$ cat config.mk
export PLATFORM = sky130hd
export DESIGN_NAME = line_segment_rasterizer
export DESIGN_NICKNAME = d
export VERILOG_FILES = /design/src/sv/lsr_pkg.sv /design/src/sv/lsr_ctrl.sv /design/src/sv/lsr_dpath.sv /design/src/sv/line_segment_rasterizer.sv
export SDC_FILE = /design/constraint.sdc
export NUM_CORES = 1
export LEC_CHECK = 0
export ABC_AREA = 1
export BUFFER_PORTS_ARGS = -buffer_cell sky130_fd_sc_hd__buf_4
export CAP_MARGIN = 30
export CORE_MARGIN = 5
export CORE_UTILIZATION = 48
export CTS_BUF_LIST = sky130_fd_sc_hd__clkbuf_8
export DETAILED_ROUTE_END_ITERATION = 10
export PLACE_DENSITY_LB_ADDON = 0.3
export SKIP_LAST_GASP = 1
export SLEW_MARGIN = 0
export SYNTH_ARGS = -nofsm -noshare
export SYNTH_HDL_FRONTEND = slang
export SYNTH_SLANG_ARGS = --single-unit
$ cat constraint.sdc
create_clock -name clk -period 3.9 [get_ports clk]
set_input_delay 0.39 -clock clk [delete_from_list [all_inputs] [get_ports clk]]
set_output_delay 0.39 -clock clk [all_outputs]
set_load 0.02 [all_outputs]
$ cat src/sv/lsr_pkg.sv
// ----------------------------------------------------------------------------
// lsr_pkg: shared types and constants for the line segment rasterizer
// Holds the coordinate widths, the controller state type and the command and
// status bundles that join the controller and the datapath.
// ----------------------------------------------------------------------------
package lsr_pkg;

  // Fixed field widths
  localparam int COORD_W     = 6;
  localparam int ERR_W       = 8;
  localparam int TILE_SPAN_D = 64;

  typedef logic [COORD_W-1:0] coord_t;

  typedef enum logic [1:0] {
    ST_IDLE,
    ST_SETUP,
    ST_EMIT
  } lsr_state_t;

  // Commands from controller to datapath
  typedef struct packed {
    logic load;   // capture clamped endpoints
    logic setup;  // order endpoints, compute extents, reset error
    logic step;   // advance to the next pixel
  } lsr_cmd_t;

  // Status from datapath to controller
  typedef struct packed {
    logic last;   // current pixel is the final one of the segment
  } lsr_sts_t;

endpackage

$ cat src/sv/lsr_ctrl.sv
// ----------------------------------------------------------------------------
// lsr_ctrl: sequencer for the line segment rasterizer
// Accepts a segment, passes through a setup state, then emits one pixel beat per
// cycle while the receiver takes them, and returns to idle after the last.
// ----------------------------------------------------------------------------
module lsr_ctrl (
  input  logic              clk,
  input  logic              rst_n,
  input  logic              in_valid,
  output logic              in_ready,
  output logic              out_valid,
  input  logic              out_ready,
  input  lsr_pkg::lsr_sts_t sts,
  output lsr_pkg::lsr_cmd_t cmd
);
  import lsr_pkg::*;

  lsr_state_t state_r, state_nxt;

  // State register
  always_ff @(posedge clk) begin
    if (!rst_n) begin
      state_r <= ST_IDLE;
    end else begin
      state_r <= state_nxt;
    end
  end

  // Next state and commands
  always_comb begin
    state_nxt = state_r;
    in_ready  = 1'b0;
    out_valid = 1'b0;
    cmd       = '0;
    unique case (state_r)
      ST_IDLE: begin
        in_ready = 1'b1;
        if (in_valid) begin
          cmd.load  = 1'b1;
          state_nxt = ST_SETUP;
        end
      end
      ST_SETUP: begin
        cmd.setup = 1'b1;
        state_nxt = ST_EMIT;
      end
      ST_EMIT: begin
        out_valid = 1'b1;
        if (out_ready) begin
          if (sts.last) begin
            state_nxt = ST_IDLE;
          end else begin
            cmd.step = 1'b1;
          end
        end
      end
      default: begin
        state_nxt = ST_IDLE;
      end
    endcase
  end

endmodule

$ cat src/sv/lsr_dpath.sv
// ----------------------------------------------------------------------------
// lsr_dpath: endpoint, extent and error registers of the rasterizer
// Clamps and orders the endpoints, keeps the current pixel and the integer
// error term, and steps the major and minor axes on command.
// ----------------------------------------------------------------------------
module lsr_dpath #(
  parameter int TILE_SPAN = lsr_pkg::TILE_SPAN_D
) (
  input  logic              clk,
  input  lsr_pkg::coord_t   in_end_a_x,
  input  lsr_pkg::coord_t   in_end_a_y,
  input  lsr_pkg::coord_t   in_end_b_x,
  input  lsr_pkg::coord_t   in_end_b_y,
  input  lsr_pkg::lsr_cmd_t cmd,
  output lsr_pkg::lsr_sts_t sts,
  output lsr_pkg::coord_t   pixel_x,
  output lsr_pkg::coord_t   pixel_y,
  output logic              last_pixel
);
  import lsr_pkg::*;

  localparam logic [COORD_W:0] SPAN     = (COORD_W+1)'(TILE_SPAN);
  localparam coord_t           SPAN_MAX = COORD_W'(TILE_SPAN - 1);

  coord_t ax_r, ay_r, bx_r, by_r;
  coord_t cur_x_r, cur_y_r;
  coord_t major_r, minor_r;
  coord_t steps_r;
  logic   desc_r, steep_r;
  logic signed [ERR_W-1:0] err_r;

  function automatic coord_t clamp(input coord_t v);
    coord_t r;
    r = v;
    if ({1'b0, v} >= SPAN) begin
      r = SPAN_MAX;
    end
    return r;
  endfunction

  // Capture clamped endpoints
  always_ff @(posedge clk) begin
    if (cmd.load) begin
      ax_r <= clamp(in_end_a_x);
      ay_r <= clamp(in_end_a_y);
      bx_r <= clamp(in_end_b_x);
      by_r <= clamp(in_end_b_y);
    end
  end

  // Order endpoints and derive extents
  logic   a_first, y_dn, steep;
  coord_t sx, sy, ex, ey, dx, dy;

  always_comb begin
    a_first = (ax_r < bx_r) || ((ax_r == bx_r) && (ay_r < by_r));
    sx      = a_first ? ax_r : bx_r;
    sy      = a_first ? ay_r : by_r;
    ex      = a_first ? bx_r : ax_r;
    ey      = a_first ? by_r : ay_r;
    dx      = ex - sx;
    y_dn    = ey < sy;
    dy      = y_dn ? (sy - ey) : (ey - sy);
    steep   = !(dx > dy);
  end

  // Error update for one step
  logic signed [ERR_W:0]   err_add;
  logic signed [ERR_W+1:0] err_dbl;
  logic                    minor_move;
  logic signed [ERR_W:0]   err_next;
  coord_t                  y_adv;

  always_comb begin
    err_add    = {err_r[ERR_W-1], err_r} + $signed({3'b000, minor_r});
    err_dbl    = {err_add, 1'b0};
    minor_move = err_dbl > $signed({4'b0000, major_r});
    err_next   = minor_move ? (err_add - $signed({3'b000, major_r})) : err_add;
    y_adv      = desc_r ? (cur_y_r - 1'b1) : (cur_y_r + 1'b1);
  end

  // Hold, set up or advance the run
  always_ff @(posedge clk) begin
    if (cmd.setup) begin
      cur_x_r <= sx;
      cur_y_r <= sy;
      desc_r  <= y_dn;
      steep_r <= steep;
      major_r <= steep ? dy : dx;
      minor_r <= steep ? dx : dy;
      steps_r <= steep ? dy : dx;
      err_r   <= '0;
    end else if (cmd.step) begin
      steps_r <= steps_r - 1'b1;
      err_r   <= err_next[ERR_W-1:0];
      if (steep_r) begin
        cur_y_r <= y_adv;
        if (minor_move) begin
          cur_x_r <= cur_x_r + 1'b1;
        end
      end else begin
        cur_x_r <= cur_x_r + 1'b1;
        if (minor_move) begin
          cur_y_r <= y_adv;
        end
      end
    end
  end

  assign pixel_x    = cur_x_r;
  assign pixel_y    = cur_y_r;
  assign last_pixel = (steps_r == '0);
  assign sts.last   = last_pixel;

endmodule

$ cat src/sv/line_segment_rasterizer.sv
// ----------------------------------------------------------------------------
// line_segment_rasterizer: Bresenham rasterizer for segments within a tile
// Takes one segment as two endpoints and emits every pixel of it in order,
// both endpoints included, with the final pixel flagged.
// ----------------------------------------------------------------------------
// Usage:
//   Input channel (in_valid/in_ready) carries one segment per beat: two
//   endpoints, each coordinate clamped to TILE_SPAN-1.
//   Output channel (out_valid/out_ready) carries one pixel per beat;
//   out_last_pixel marks the final pixel of the segment.
//   After the segment beat is accepted, a setup state comes first, and then
//   the first pixel is offered.
//   Throughput: one pixel per cycle while the receiver is ready; a segment
//   of N pixels (1 to TILE_SPAN) passes through the accept in idle, the
//   setup state and N pixel beats. The next segment is taken in the cycle
//   after the last pixel beat; the single stepping datapath works on one
//   segment at a time.
//   in_ready is high only while no segment is in progress.
//   Reset (rst_n low, synchronous) returns the sequencer to idle; a segment
//   in progress is dropped.
//   When the receiver stalls, the current pixel holds on the outputs and the
//   run pauses until out_ready returns.
// ----------------------------------------------------------------------------
module line_segment_rasterizer #(
  parameter int TILE_SPAN = lsr_pkg::TILE_SPAN_D
) (
  input  logic            clk,
  input  logic            rst_n,
  input  logic            in_valid,
  output logic            in_ready,
  input  lsr_pkg::coord_t in_end_a_x,
  input  lsr_pkg::coord_t in_end_a_y,
  input  lsr_pkg::coord_t in_end_b_x,
  input  lsr_pkg::coord_t in_end_b_y,
  output logic            out_valid,
  input  logic            out_ready,
  output lsr_pkg::coord_t out_pixel_x,
  output lsr_pkg::coord_t out_pixel_y,
  output logic            out_last_pixel
);
  import lsr_pkg::*;

  lsr_cmd_t cmd;
  lsr_sts_t sts;

  // Sequencer
  lsr_ctrl u_ctrl (
    .clk       (clk),
    .rst_n     (rst_n),
    .in_valid  (in_valid),
    .in_ready  (in_ready),
    .out_valid (out_valid),
    .out_ready (out_ready),
    .sts       (sts),
    .cmd       (cmd)
  );

  // Coordinate and error datapath
  lsr_dpath #(
    .TILE_SPAN (TILE_SPAN)
  ) u_dpath (
    .clk        (clk),
    .in_end_a_x (in_end_a_x),
    .in_end_a_y (in_end_a_y),
    .in_end_b_x (in_end_b_x),
    .in_end_b_y (in_end_b_y),
    .cmd        (cmd),
    .sts        (sts),
    .pixel_x    (out_pixel_x),
    .pixel_y    (out_pixel_y),
    .last_pixel (out_last_pixel)
  );

endmodule

==> metrics.md, run 1 <==
| Metric | Value |
|---|---|
| Status | `finished with violations` |
| Failing checks | `negative setup slack` |
| Largest net degree at the start of global routing | `26` |
| Pins Over Slew Limit | `0` |
| CP Data Arrival Time | `4.11 ns` |
| Synth warn | `0` |
| Synth top area share | `0.338` |
| Cell Area, Synth | `between 4000 and 5000 um^2` |
| Area growth syn-to-layout | `40.2%` |
| Total die area | `12500 um^2` |
| Worst VDD drop | `approximately 320 uV` |
| Syn nets | `721` |
| Worst slew pin tran | `approximately 0.7 ns` |
| Slowest-stage cell, CP | `edfxtp_1` |
| Most frequent cell after synthesis | `nand2_1` |
| Post-DP HPWL | `between 9000 and 10000 um` |
| Max Root-Sink Buffers | `2` |
| Max-Cap Viols | `0` |
| Setup TNS Final | `-0.718 ns` |
| Root Buffer | `clkbuf_8` |
| Sequential area share after synthesis | `0.379` |
| WS Path Type | `reg -> reg` |
| Post-Syn Instances | `about 650` |
| Clk_skew | `0.00728 ns` |
| Pwr Total | `approximately 4.5 mW` |
| Num CTS Buffers | `9` |
| Post-Route Hold Slack | `~0.21 ns` |
| Pre-Repair DR Iteration Count | `5` |
| N_diodes | `0` |
| CP top delay family | `simple AND/OR/NAND/NOR gates` |
| Reg2Reg Setup Slack | `-0.1 ns` |
| Fillers | `between 700 and 800` |
| Unrepaired setup endpoints after global routing | `yes` |
| Yosys cell types | `42` |
| IO Count | `43` |
| Final hold violation count | `0` |
| Drt initial violations | `between 200 and 300` |
| DR vias | `between 4000 and 5000` |
| Power Density | `roughly 640 nW/um^2` |
| Clock sink count | `66` |
| Row count | `37` |
| Minimum clock period after layout | `approximately 4 ns` |
| Overflow after GRT | `0` |
| Path depth of the worst reg2reg path | `25` |
| Port bufs | `42` |
| CP Capture Type | `flip-flop` |
| Final cycle utilization of the critical path | `1.03` |
| Post-synth top area cell | `edfxtp_1` |
| Chip Width | `~110 um` |
| Core Util, Final | `0.681` |
| Min setup slack post-route | `-0.0998 ns` |
| Synthesis-stage register bit count | `66` |
| # hold bufs at CTS | `0` |
| GRT Util Overall | `0.199` |
| CTS tree | `yes` |
| Relative slew slack | `0.519` |
| Ranking of synthesized cells by area | `edfxtp_1, nand2_1, ha_1` |
| Leak | `roughly 3.4 nW` |
| Setup violations, final | `14` |
| Worst setup startpoint | `u_dpath.by_r[1]` |
| Later-pin clock latency in the skew report | `0.35 ns` |
| Initial Util | `0.486` |
| Share of layout cells above drive strength 1 | `0.352` |
| Achievable frequency | `around 250 MHz` |
| Post-DR vias/cell | `5.21` |
| Area of the multi-input gates | `3150 um^2` |
| # DRC | `0` |
| First-pass GRT wire length | `20400 um` |
| CP Launch Type | `flip-flop` |
| Share of synthesized registers carrying an async set or reset | `0` |
| Reg2Reg Launch Point | `u_dpath.by_r[1]` |
| Ys flop type | `edfxtp_1` |
| Clock-pin slew on the worst setup and hold paths | `around 0.070 ns` |
| Initial antenna violation count | `0` |
| Syn Area/Cell | `around 7.7 um^2` |
| Worst slack, placed | `-0.189 ns` |
| Core Region | `~10000 um^2` |
| Post-synth EDFFs | `56` |
| Die height | `~110 um` |
| FF-to-FF End | `u_dpath.major_r[1]` |
| Buf/Inv on CP | `3` |
| Gp weighted congestion | `about 0.90` |
| Final ANT Viol Nets | `0` |
| CP Data Required Time | `~4.0 ns` |
| H-tree Lvls | `3` |
| Crit path capture | `u_dpath.major_r[1]` |
| Vias in the first global route | `between 4000 and 5000` |
| Synth top cells by count | `nand2_1, inv_1, edfxtp_1` |
| Worst Hold Class | `in -> reg` |
| Overall routed net length | `roughly 14000 um` |
| Final nets | `872` |
| Stages on worst setup path | `25` |
| Reg area | `approximately 1900 um^2` |
| Crit-path max FO | `8` |
| WL/cell | `between 10 and 15 um` |
| Worst path max stage delay | `between 0.4 and 0.5 ns` |
-- stage by stage --
step                cell area [um^2]  std cells
floorplan                       4990        645
global placement                5890        875
detailed placement              5900        876
CTS                             6460        920
global route                    6970        937
finish                          6970        937
-- per-layer routing --
metal / vias up / global-route usage / part of all wire
li1: 2429 / - / -
met1: 2264 / 0.234 / 0.40
met2: 145 / 0.355 / 0.52
met3: 40 / 0.0299 / 0.045
met4: 0 / 0.0892 / 0.039
met5: - / 0 / 0
-- cells in the final DEF (no fill, tap or decap), drive strengths merged --
master	Yosys	final
and2	4	4
a31oi	3	3
dfxtp	10	10
bufinv	0	1
clkinv	0	5
nand4	6	6
xnor2	3	3
nand2	205	205
edfxtp	56	56
inv	99	99
and3	1	1
o21ai	54	54
clkbuf	4	9
nor2	28	28
xor2	15	15
or3	1	1
o21bai	2	2
fa	3	3
o31ai	1	1
a21o	2	2
o22ai	4	4
ha	45	45
a22oi	1	1
buf	9	153
clkinvlp	0	1
a21oi	21	21
o211ai	2	2
or2	5	5
nand3	55	55
a211oi	2	2
nor4	1	1
a21boi	3	3
-- power by group --
part | internal (mW) | total (mW) | leakage, nW | switching, mW
logic | 1.25 | 2.85 | 2.75 | 1.59
registers | 0.967 | 1.05 | 0.608 | 0.0837
clock network | 0.287 | 0.555 | 0.0939 | 0.268
-- registers in the layout, indices dropped and copies added (netlist names) --
signal,flops
u_dpath.err_r,8
u_dpath.ax_r,6
u_dpath.ay_r,6
u_dpath.bx_r,6
u_dpath.by_r,6
u_dpath.major_r,6
u_dpath.minor_r,6
u_dpath.pixel_x,6
u_dpath.pixel_y,6
u_dpath.steps_r,6
u_ctrl.state_r,2
u_dpath.desc_r,1
u_dpath.steep_r,1
-- area by class of cell --
type                       count  share of cell area
clock buffer                   9              0.0178
sequential                    66               0.270
timing repair buffer         153               0.173
clock inverter                 7             0.00862
tap                          136              0.0244
multi-input combinational    467               0.452
inverter                      99              0.0541
-- worst reg2reg max path: cells and delay by family (launching register included) --
| kind | cells | cell delay (ns) |
|---|---|---|
| AOI/OAI and AO/OA | 6 | 0.98 |
| xor gates and xnor gates | 1 | 0.20 |
| adders and majority gates | 3 | 0.65 |
| buffers and inverters | 3 | 0.34 |
| DFF | 1 | 0.42 |
| and+or+nand+nor | 12 | 1.19 |
-- what timing repair did --
action	CTS	global route
hold endpoints to repair	0	0
resized for setup	36	92
endpoints found under the setup margin	17	19
setup buffers	28	16
cloned	0	1
pin swaps	18	29
-- how the worst min path moves through the flow --
stage                                start               end  cells after the start
after detailed placement  u_dpath.err_r[0]  u_dpath.err_r[0]                      2
after floorplan           u_dpath.err_r[5]  u_dpath.err_r[5]                      2
final                        in_end_a_y[4]   u_dpath.ay_r[4]                      1
after global routing         in_end_a_x[4]   u_dpath.ax_r[4]                      1
after global placement    u_dpath.err_r[3]  u_dpath.err_r[3]                      2
after CTS                    in_end_a_y[4]   u_dpath.ay_r[4]                      1
-- logic make-up (layout without fill, tap and decap cells) --
logic type / Yosys count / count (layout) / synth area share
buffers and inverters: 112 / 268 / 0.0922
and+or+nand+nor: 306 / 306 / 0.264
adders and majority gates: 48 / 48 / 0.125
DFF: 66 / 66 / 0.379
AOI/OAI and AO/OA: 95 / 95 / 0.108
xor gates and xnor gates: 18 / 18 / 0.0317
(Power assumes the default switching activity.)
==> run 2: changes to the inputs <==
- SYNTH_HIERARCHICAL: unset -> 1
==> run 2 against run 1 <==
- the flow still finishes with violations (negative setup slack)
- critical endpoint is now u_dpath/major_r[1]
- non-clock buffer count decreased by 53
- fmax shrank 0.24%
- die area up 1.3%
- via count decreased by 4.3%
- flip-flop and latch count is the same
- hold slack got worse by 0.0011 ns
- sequential power about the same
- design area is 5.6% lower
==> metrics.md, run 2 <==
| Metric | Value |
|---|---|
| First-pass GRT wire length | `roughly 20000 um` |
| Clock-pin slew on the worst setup and hold paths | `roughly 0.070 ns` |
| Buf/Inv on CP | `5` |
| Largest Register | `u_dpath/err_r` |
| Hold path depth | `1` |
| Overflow after GRT | `0` |
| Combinational family with the most area after synthesis | `simple AND/OR/NAND/NOR gates` |
| Clk_skew | `~0.0096 ns` |
| Synthesis-stage register bit count | `66` |
| CP Data Arrival Time | `between 4 and 5 ns` |
| Post-synth top area cell | `edfxtp_1` |
| Die height | `112 um` |
| Final nets | `between 800 and 900` |
| Setup violations, final | `13` |
| Chip Width | `between 100 and 150 um` |
| Ranking of synthesized cells by area | `edfxtp_1, nand2_1, ha_1` |
| Fin cells | `roughly 890` |
| Minimum clock period after layout | `4.01 ns` |
| FF-to-FF End | `u_dpath/major_r[1]` |
| Largest net degree at the start of global routing | `38` |
| Core Region | `10300 um^2` |
| Status | `finished with violations` |
| Most common cell after layout, fill and taps aside | `nand2_1` |
| Reg2Reg Launch Point | `u_dpath/bx_r[3]` |
| Synth top area share | `0.334` |
| Worst setup startpoint | `u_dpath/bx_r[3]` |
| CP Data Required Time | `around 4.0 ns` |
| Reg2Reg Setup Slack | `-0.11 ns` |
| Max FFs per register | `8` |
| Worst path max stage delay | `roughly 0.4 ns` |
| Num CTS Buffers | `9` |
| Syn nets | `~720` |
| Worst Hold Class | `in -> reg` |
| Compound-Gate Fraction of Synth Area | `0.0990` |
| Power Density | `614 nW/um^2` |
| Reg area | `1880 um^2` |
| Relative slew slack | `0.582` |
| Initial Util | `0.491` |
| Final cycle utilization of the critical path | `1.03` |
| Final hold violation count | `0` |
| Row count | `37` |
| Post-DP HPWL | `about 8600 um` |
| Path depth of the worst reg2reg path | `23` |
| Pre-Repair DR Iteration Count | `8` |
| Hold EP | `u_dpath/ax_r[3]` |
| DR vias | `approximately 4700` |
| Ys flop type | `edfxtp_1` |
| Area growth syn-to-layout | `30.4%` |
| Crit-path max FO | `8` |
| Max-Cap Viols | `0` |
| Post-synth EDFFs | `56` |
| WL/cell | `around 14 um` |
| Pins Over Slew Limit | `0` |
| Failing checks | `negative setup slack` |
| CTS tree | `yes` |
| CP cell instances | `inv_2, ha_4, nand2_2, inv_2, o21bai_1, nand3_2, nand2_4, inv_4, buf_4, o21ai_1, o21ai_0, nand2_1, inv_1, nand4_1, nand2_2, ha_4, nand2_4, nor2_4, o21ai_2, o211ai_1, nand2_4, or2_4, a21boi_2` |
| Synth top cells by count | `nand2_1, inv_1, edfxtp_1` |
| CP Capture Type | `flip-flop` |
| Post-Synth Adder-Cell Area | `0.124` |
| Max Root-Sink Buffers | `2` |
| Post-DR vias/cell | `5.26` |
| XOR/XNOR Fraction of Synth Area | `0.0365` |
| Core Util, Final | `0.640` |
| Achievable frequency | `between 200 and 250 MHz` |
| Synth warn | `6` |
| Share of synthesized registers carrying an async set or reset | `0` |
| Most frequent cell after synthesis | `nand2_1` |
| Clock sink count | `between 60 and 70` |
| Syn Area/Cell | `7.78 um^2` |
| Sequential area share after synthesis | `0.373` |
| Initial antenna violation count | `0` |
| Gp weighted congestion | `0.917` |
| Area of the multi-input gates | `3130 um^2` |
| Vias in the first global route | `~4400` |
| Total die area | `around 13000 um^2` |
| Later-pin clock latency in the skew report | `around 0.36 ns` |
| Slowest-stage cell, CP | `edfxtp_1` |
| Cell Area, Synth | `between 5000 and 6000 um^2` |
| Most frequent cells in the layout | `nand2_1, buf_4, inv_1, edfxtp_1, nand3_1` |
| CP Launch Type | `flip-flop` |
| Worst slew pin tran | `~0.62 ns` |
| Fillers | `around 830` |
| Leak | `between 3 and 4 nW` |
| Overall routed net length | `roughly 13000 um` |
| H-tree Lvls | `3` |
| Yosys cell types | `44` |
| IO Count | `43` |
| Root Buffer | `clkbuf_8` |
| CP top delay family | `simple AND/OR/NAND/NOR gates` |
| Drt initial violations | `300` |
| Simple-Gate Fraction of Synth Area | `0.274` |
| Port bufs | `42` |
| Mux share of post-synthesis cell area | `0.00397` |
| Min setup slack post-route | `-0.110 ns` |
| Worst VDD drop | `about 420 uV` |
| Hold Startpoint | `in_end_a_x[3]` |
| GRT Util Overall | `0.188` |
| Placed insts | `843` |
| Unrepaired setup endpoints after global routing | `yes` |
| WS Path Type | `reg -> reg` |
| Worst path most repeated cell | `nand2_4` |
| Post-Syn Instances | `between 600 and 700` |
| # DRC | `0` |
| Share of layout cells above drive strength 1 | `0.294` |
| Final ANT Viol Nets | `0` |
| N_diodes | `0` |
## run 2: cell types whose count changed in the layout (fill, tap and decap cells not counted), moves of 3 or more
cell / before / now
buf_4: 142 / 90
nand4_1: 6 / 3
nand2_2: 32 / 29
o21bai_1: 1 / 4
o21ai_0: 29 / 24
o21ai_2: 10 / 7
xnor2_1: 3 / 7
nor2_1: 23 / 34
a21oi_1: 18 / 15
## run 2: area by class of cell
class / count / area share
multi-input combinational: 471 / 0.476
timing repair buffer: 100 / 0.126
clock inverter: 7 / 0.00952
tap: 136 / 0.0259
inverter: 98 / 0.0567
clock buffer: 9 / 0.0188
sequential: 66 / 0.286
## run 2: per-stage QoR
step,power (mW),cell area (um^2),hold slack [ns],TNS (ns),setup slack (ns)
finish,4.04,6570,0.208,-0.673,-0.110
global route,4.40,6570,0.188,-4.91,-0.338
floorplan,2.54,5040,0.430,0,0.0302
global placement,2.98,5690,0.446,-0.0225,-0.0129
detailed placement,3.05,5710,0.458,-1.73,-0.151
CTS,3.68,6080,0.194,-0.0153,-0.0153
## run 2: how the worst max path moves through the flow
stage / to / slack (ns) / cells after the start
after detailed placement: u_dpath/steps_r[0] / -0.15 / 25
after global placement: u_dpath/steps_r[1] / -0.01 / 24
after global routing: u_dpath/minor_r[2] / -0.34 / 25
after floorplan: u_dpath/major_r[1] / 0.03 / 26
final: u_dpath/major_r[1] / -0.11 / 23
after CTS: u_dpath/major_r[1] / -0.02 / 25
## run 2: kinds of logic after synthesis
family                     count (synthesis)
AOI/OAI and AO/OA                         85
xor gates and xnor gates                  21
adders and majority gates                 48
buffers and inverters                    111
DFF                                       66
muxes                                      2
and+or+nand+nor                          315
## run 2: report_power, final
part	switching [mW]	internal, mW
Sequential	0.0796	0.950
Clock	0.264	0.288
Combinational	1.41	1.05
## run 2: what timing repair did
item                                    in CTS  in global routing
endpoints found under the setup margin      17                 19
setup buffers                               10                 17
pin swaps                                    9                 38
gates resized for setup                     22                 81
gates cloned                                 0                  1
hold buffers                                 0                  0
## run 2: layer usage
metal  vias to the layer above  part of all wire  track usage
met4                         0             0.038       0.0601
met1                      2168              0.40        0.225
met3                        47             0.041       0.0388
li1                       2317                 -            -
met2                       135              0.52        0.336
met5                         -                 0            0
==> run 3: changes to the inputs <==
- PLACE_DENSITY: unset -> 0.73
- PLACE_DENSITY_LB_ADDON: 0.3 -> unset
==> run 3 against run 2 <==
- the flow now finishes without violations
- die area did not move
- via count fell by 0.96%
- count of clock-buffer cells in the layout did not move
- fmax rose by 3.0%
- clock power rose by 17%
- critical path depth rose by 4
- non-clock buffer count rose by 7
- wire length fell by 2.5%
==> metrics.md, run 3 (same netlist as run 2, synthesis figures left out) <==
| Metric | Value |
|---|---|
| Status | `finished clean` |
| Crit-path max FO | `11` |
| Core Region | `just over 10000 um^2` |
| Area of the multi-input gates | `between 3000 and 4000 um^2` |
| Largest net degree at the start of global routing | `32` |
| Overflow after GRT | `0` |
| CP Capture Type | `flip-flop` |
| Die height | `112 um` |
| Post-DR vias/cell | `approximately 5.2` |
| Final cycle utilization of the critical path | `0.998` |
| Root Buffer | `clkbuf_8` |
| Max Root-Sink Buffers | `2` |
| Worst VDD drop | `between 400 and 500 uV` |
| Fillers | `between 800 and 900` |
| Unrepaired setup endpoints after global routing | `yes` |
| IO Count | `43` |
| Minimum clock period after layout | `around 4 ns` |
| Setup violations, final | `0` |
| Final ANT Viol Nets | `0` |
| Slowest-stage cell, CP | `edfxtp_1` |
| Clock-pin slew on the worst setup and hold paths | `0.08 ns` |
| WS Path Type | `reg -> reg` |
| Total die area | `roughly 13000 um^2` |
| Share of layout cells above drive strength 1 | `0.291` |
| GRT Util Overall | `0.178` |
| H-tree Lvls | `3` |
| Worst slack, placed | `-0.249 ns` |
| Worst Hold Class | `in -> reg` |
| Most common cell after layout, fill and taps aside | `nand2_1` |
| Pins Over Slew Limit | `0` |
| Overall routed net length | `roughly 12000 um` |
| Power Density | `617 nW/um^2` |
| Final nets | `just over 800` |
| Min setup slack post-route | `0.00733 ns` |
| N_diodes | `0` |
| CP Data Arrival Time | `4.01 ns` |
| Worst path most repeated cell | `nand2_1` |
| CP Launch Type | `flip-flop` |
| Largest Register | `u_dpath/err_r` |
| Max-Cap Viols | `0` |
| Chip Width | `between 100 and 150 um` |
| First-pass GRT wire length | `roughly 19000 um` |
| Gp weighted congestion | `between 0.9 and 1` |
| Initial Util | `0.491` |
| Max FFs per register | `8` |
| Post-DP HPWL | `about 8500 um` |
| Setup TNS Final | `0 ns` |
| Clk_skew | `~0.014 ns` |
| Pre-Repair DR Iteration Count | `7` |
| # DRC | `0` |
| Row count | `37` |
| Clock sink count | `66` |
| CP Data Required Time | `4.01 ns` |
| Later-pin clock latency in the skew report | `0.36 ns` |
| Vias in the first global route | `between 4000 and 5000` |
| Num CTS Buffers | `9` |
| Port bufs | `between 40 and 50` |
| Initial antenna violation count | `0` |
| Reg area | `between 1500 and 2000 um^2` |
| CTS tree | `yes` |
| Core Util, Final | `0.643` |
| Drt initial violations | `approximately 280` |
| DR vias | `4622` |
| Final hold violation count | `0` |
| Worst slew pin tran | `0.619 ns` |
| Worst path max stage delay | `~0.38 ns` |
| WL/cell | `13.8 um` |
| # hold bufs at CTS | `0` |
| Area growth syn-to-layout | `31.0%` |
| Leak | `between 3 and 4 nW` |
| Relative slew slack | `0.586` |
| Most frequent cells in the layout | `nand2_1, buf_4, inv_1, edfxtp_1, nand3_1` |
| Achievable frequency | `257 MHz` |
-- run 3: changes by cell type in the layout (fill, tap and decap cells not counted), moves of 3 or more --
| cell | change |
|---|---|
| buf_4 | +10 |
| nand2_4 | -4 |
| buf_6 | -3 |
| nand2_2 | +3 |
| nand3_2 | -3 |
-- run 3: power by group --
group | internal [mW] | total [mW] | switching [mW] | leakage (nW)
combinational | 1.02 | 2.40 | 1.38 | 2.50
sequential | 0.949 | 1.03 | 0.0770 | 0.608
clock | 0.365 | 0.647 | 0.283 | 0.114
total | 2.34 | 4.07 | 1.74 | 3.22
-- run 3: through the flow --
step | hold slack, ns | total power, mW | instances | area [um^2]
3_5_place_dp | 0.453 | 3.01 | 841 | 5680
3_3_place_gp | 0.447 | 2.96 | 841 | 5680
4_1_cts | 0.179 | 3.74 | 865 | 6060
2_1_floorplan | 0.430 | 2.54 | 648 | 5040
6_report | 0.203 | 4.07 | 895 | 6600
5_1_grt | 0.187 | 4.42 | 895 | 6600
-- run 3: area by class of cell --
class | count | share of cell area
multi-input cells | 472 | 0.465
flip-flops and latches | 66 | 0.285
repair buffers | 107 | 0.134
inverters | 98 | 0.0561
well taps | 136 | 0.0258
clock buffers | 9 | 0.0188
clock inverters | 7 | 0.0152
-- run 3: final timing paths --
check	start	to	slack [ns]	cells past startpoint
worst max register to register	u_dpath/by_r[2]	u_dpath/steps_r[0]	0.007	27
worst min-delay path	in_end_a_y[3]	u_dpath/ay_r[3]	0.20	1
worst min register to register	u_dpath/err_r[3]	u_dpath/err_r[3]	0.46	2
worst max-delay path	u_dpath/by_r[2]	u_dpath/steps_r[0]	0.007	27
-- run 3: layer usage --
metal / global-route usage / up-vias / share of wire
met5: 0 / - / 0
met1: 0.211 / 2132 / 0.43
met3: 0.0340 / 28 / 0.038
met2: 0.318 / 121 / 0.51
met4: 0.0673 / 0 / 0.025
li1: - / 2341 / -
-- run 3: worst max-delay path: cells and delay by family (launching register included) --
family | cells | cell delay, ns
AND/OR/NAND/NOR | 17 | 1.71
AO/OA/AOI/OAI | 5 | 0.58
adder cells (fa/ha/maj) | 2 | 0.56
buffers and inverters | 3 | 0.41
flip-flops | 1 | 0.38
-- run 3: repair_timing --
action	4_1_cts	5_1_grt
gates cloned	0	3
pin swaps	11	43
resized for setup	16	70
buffers inserted	8	27
setup endpoints to repair	17	31
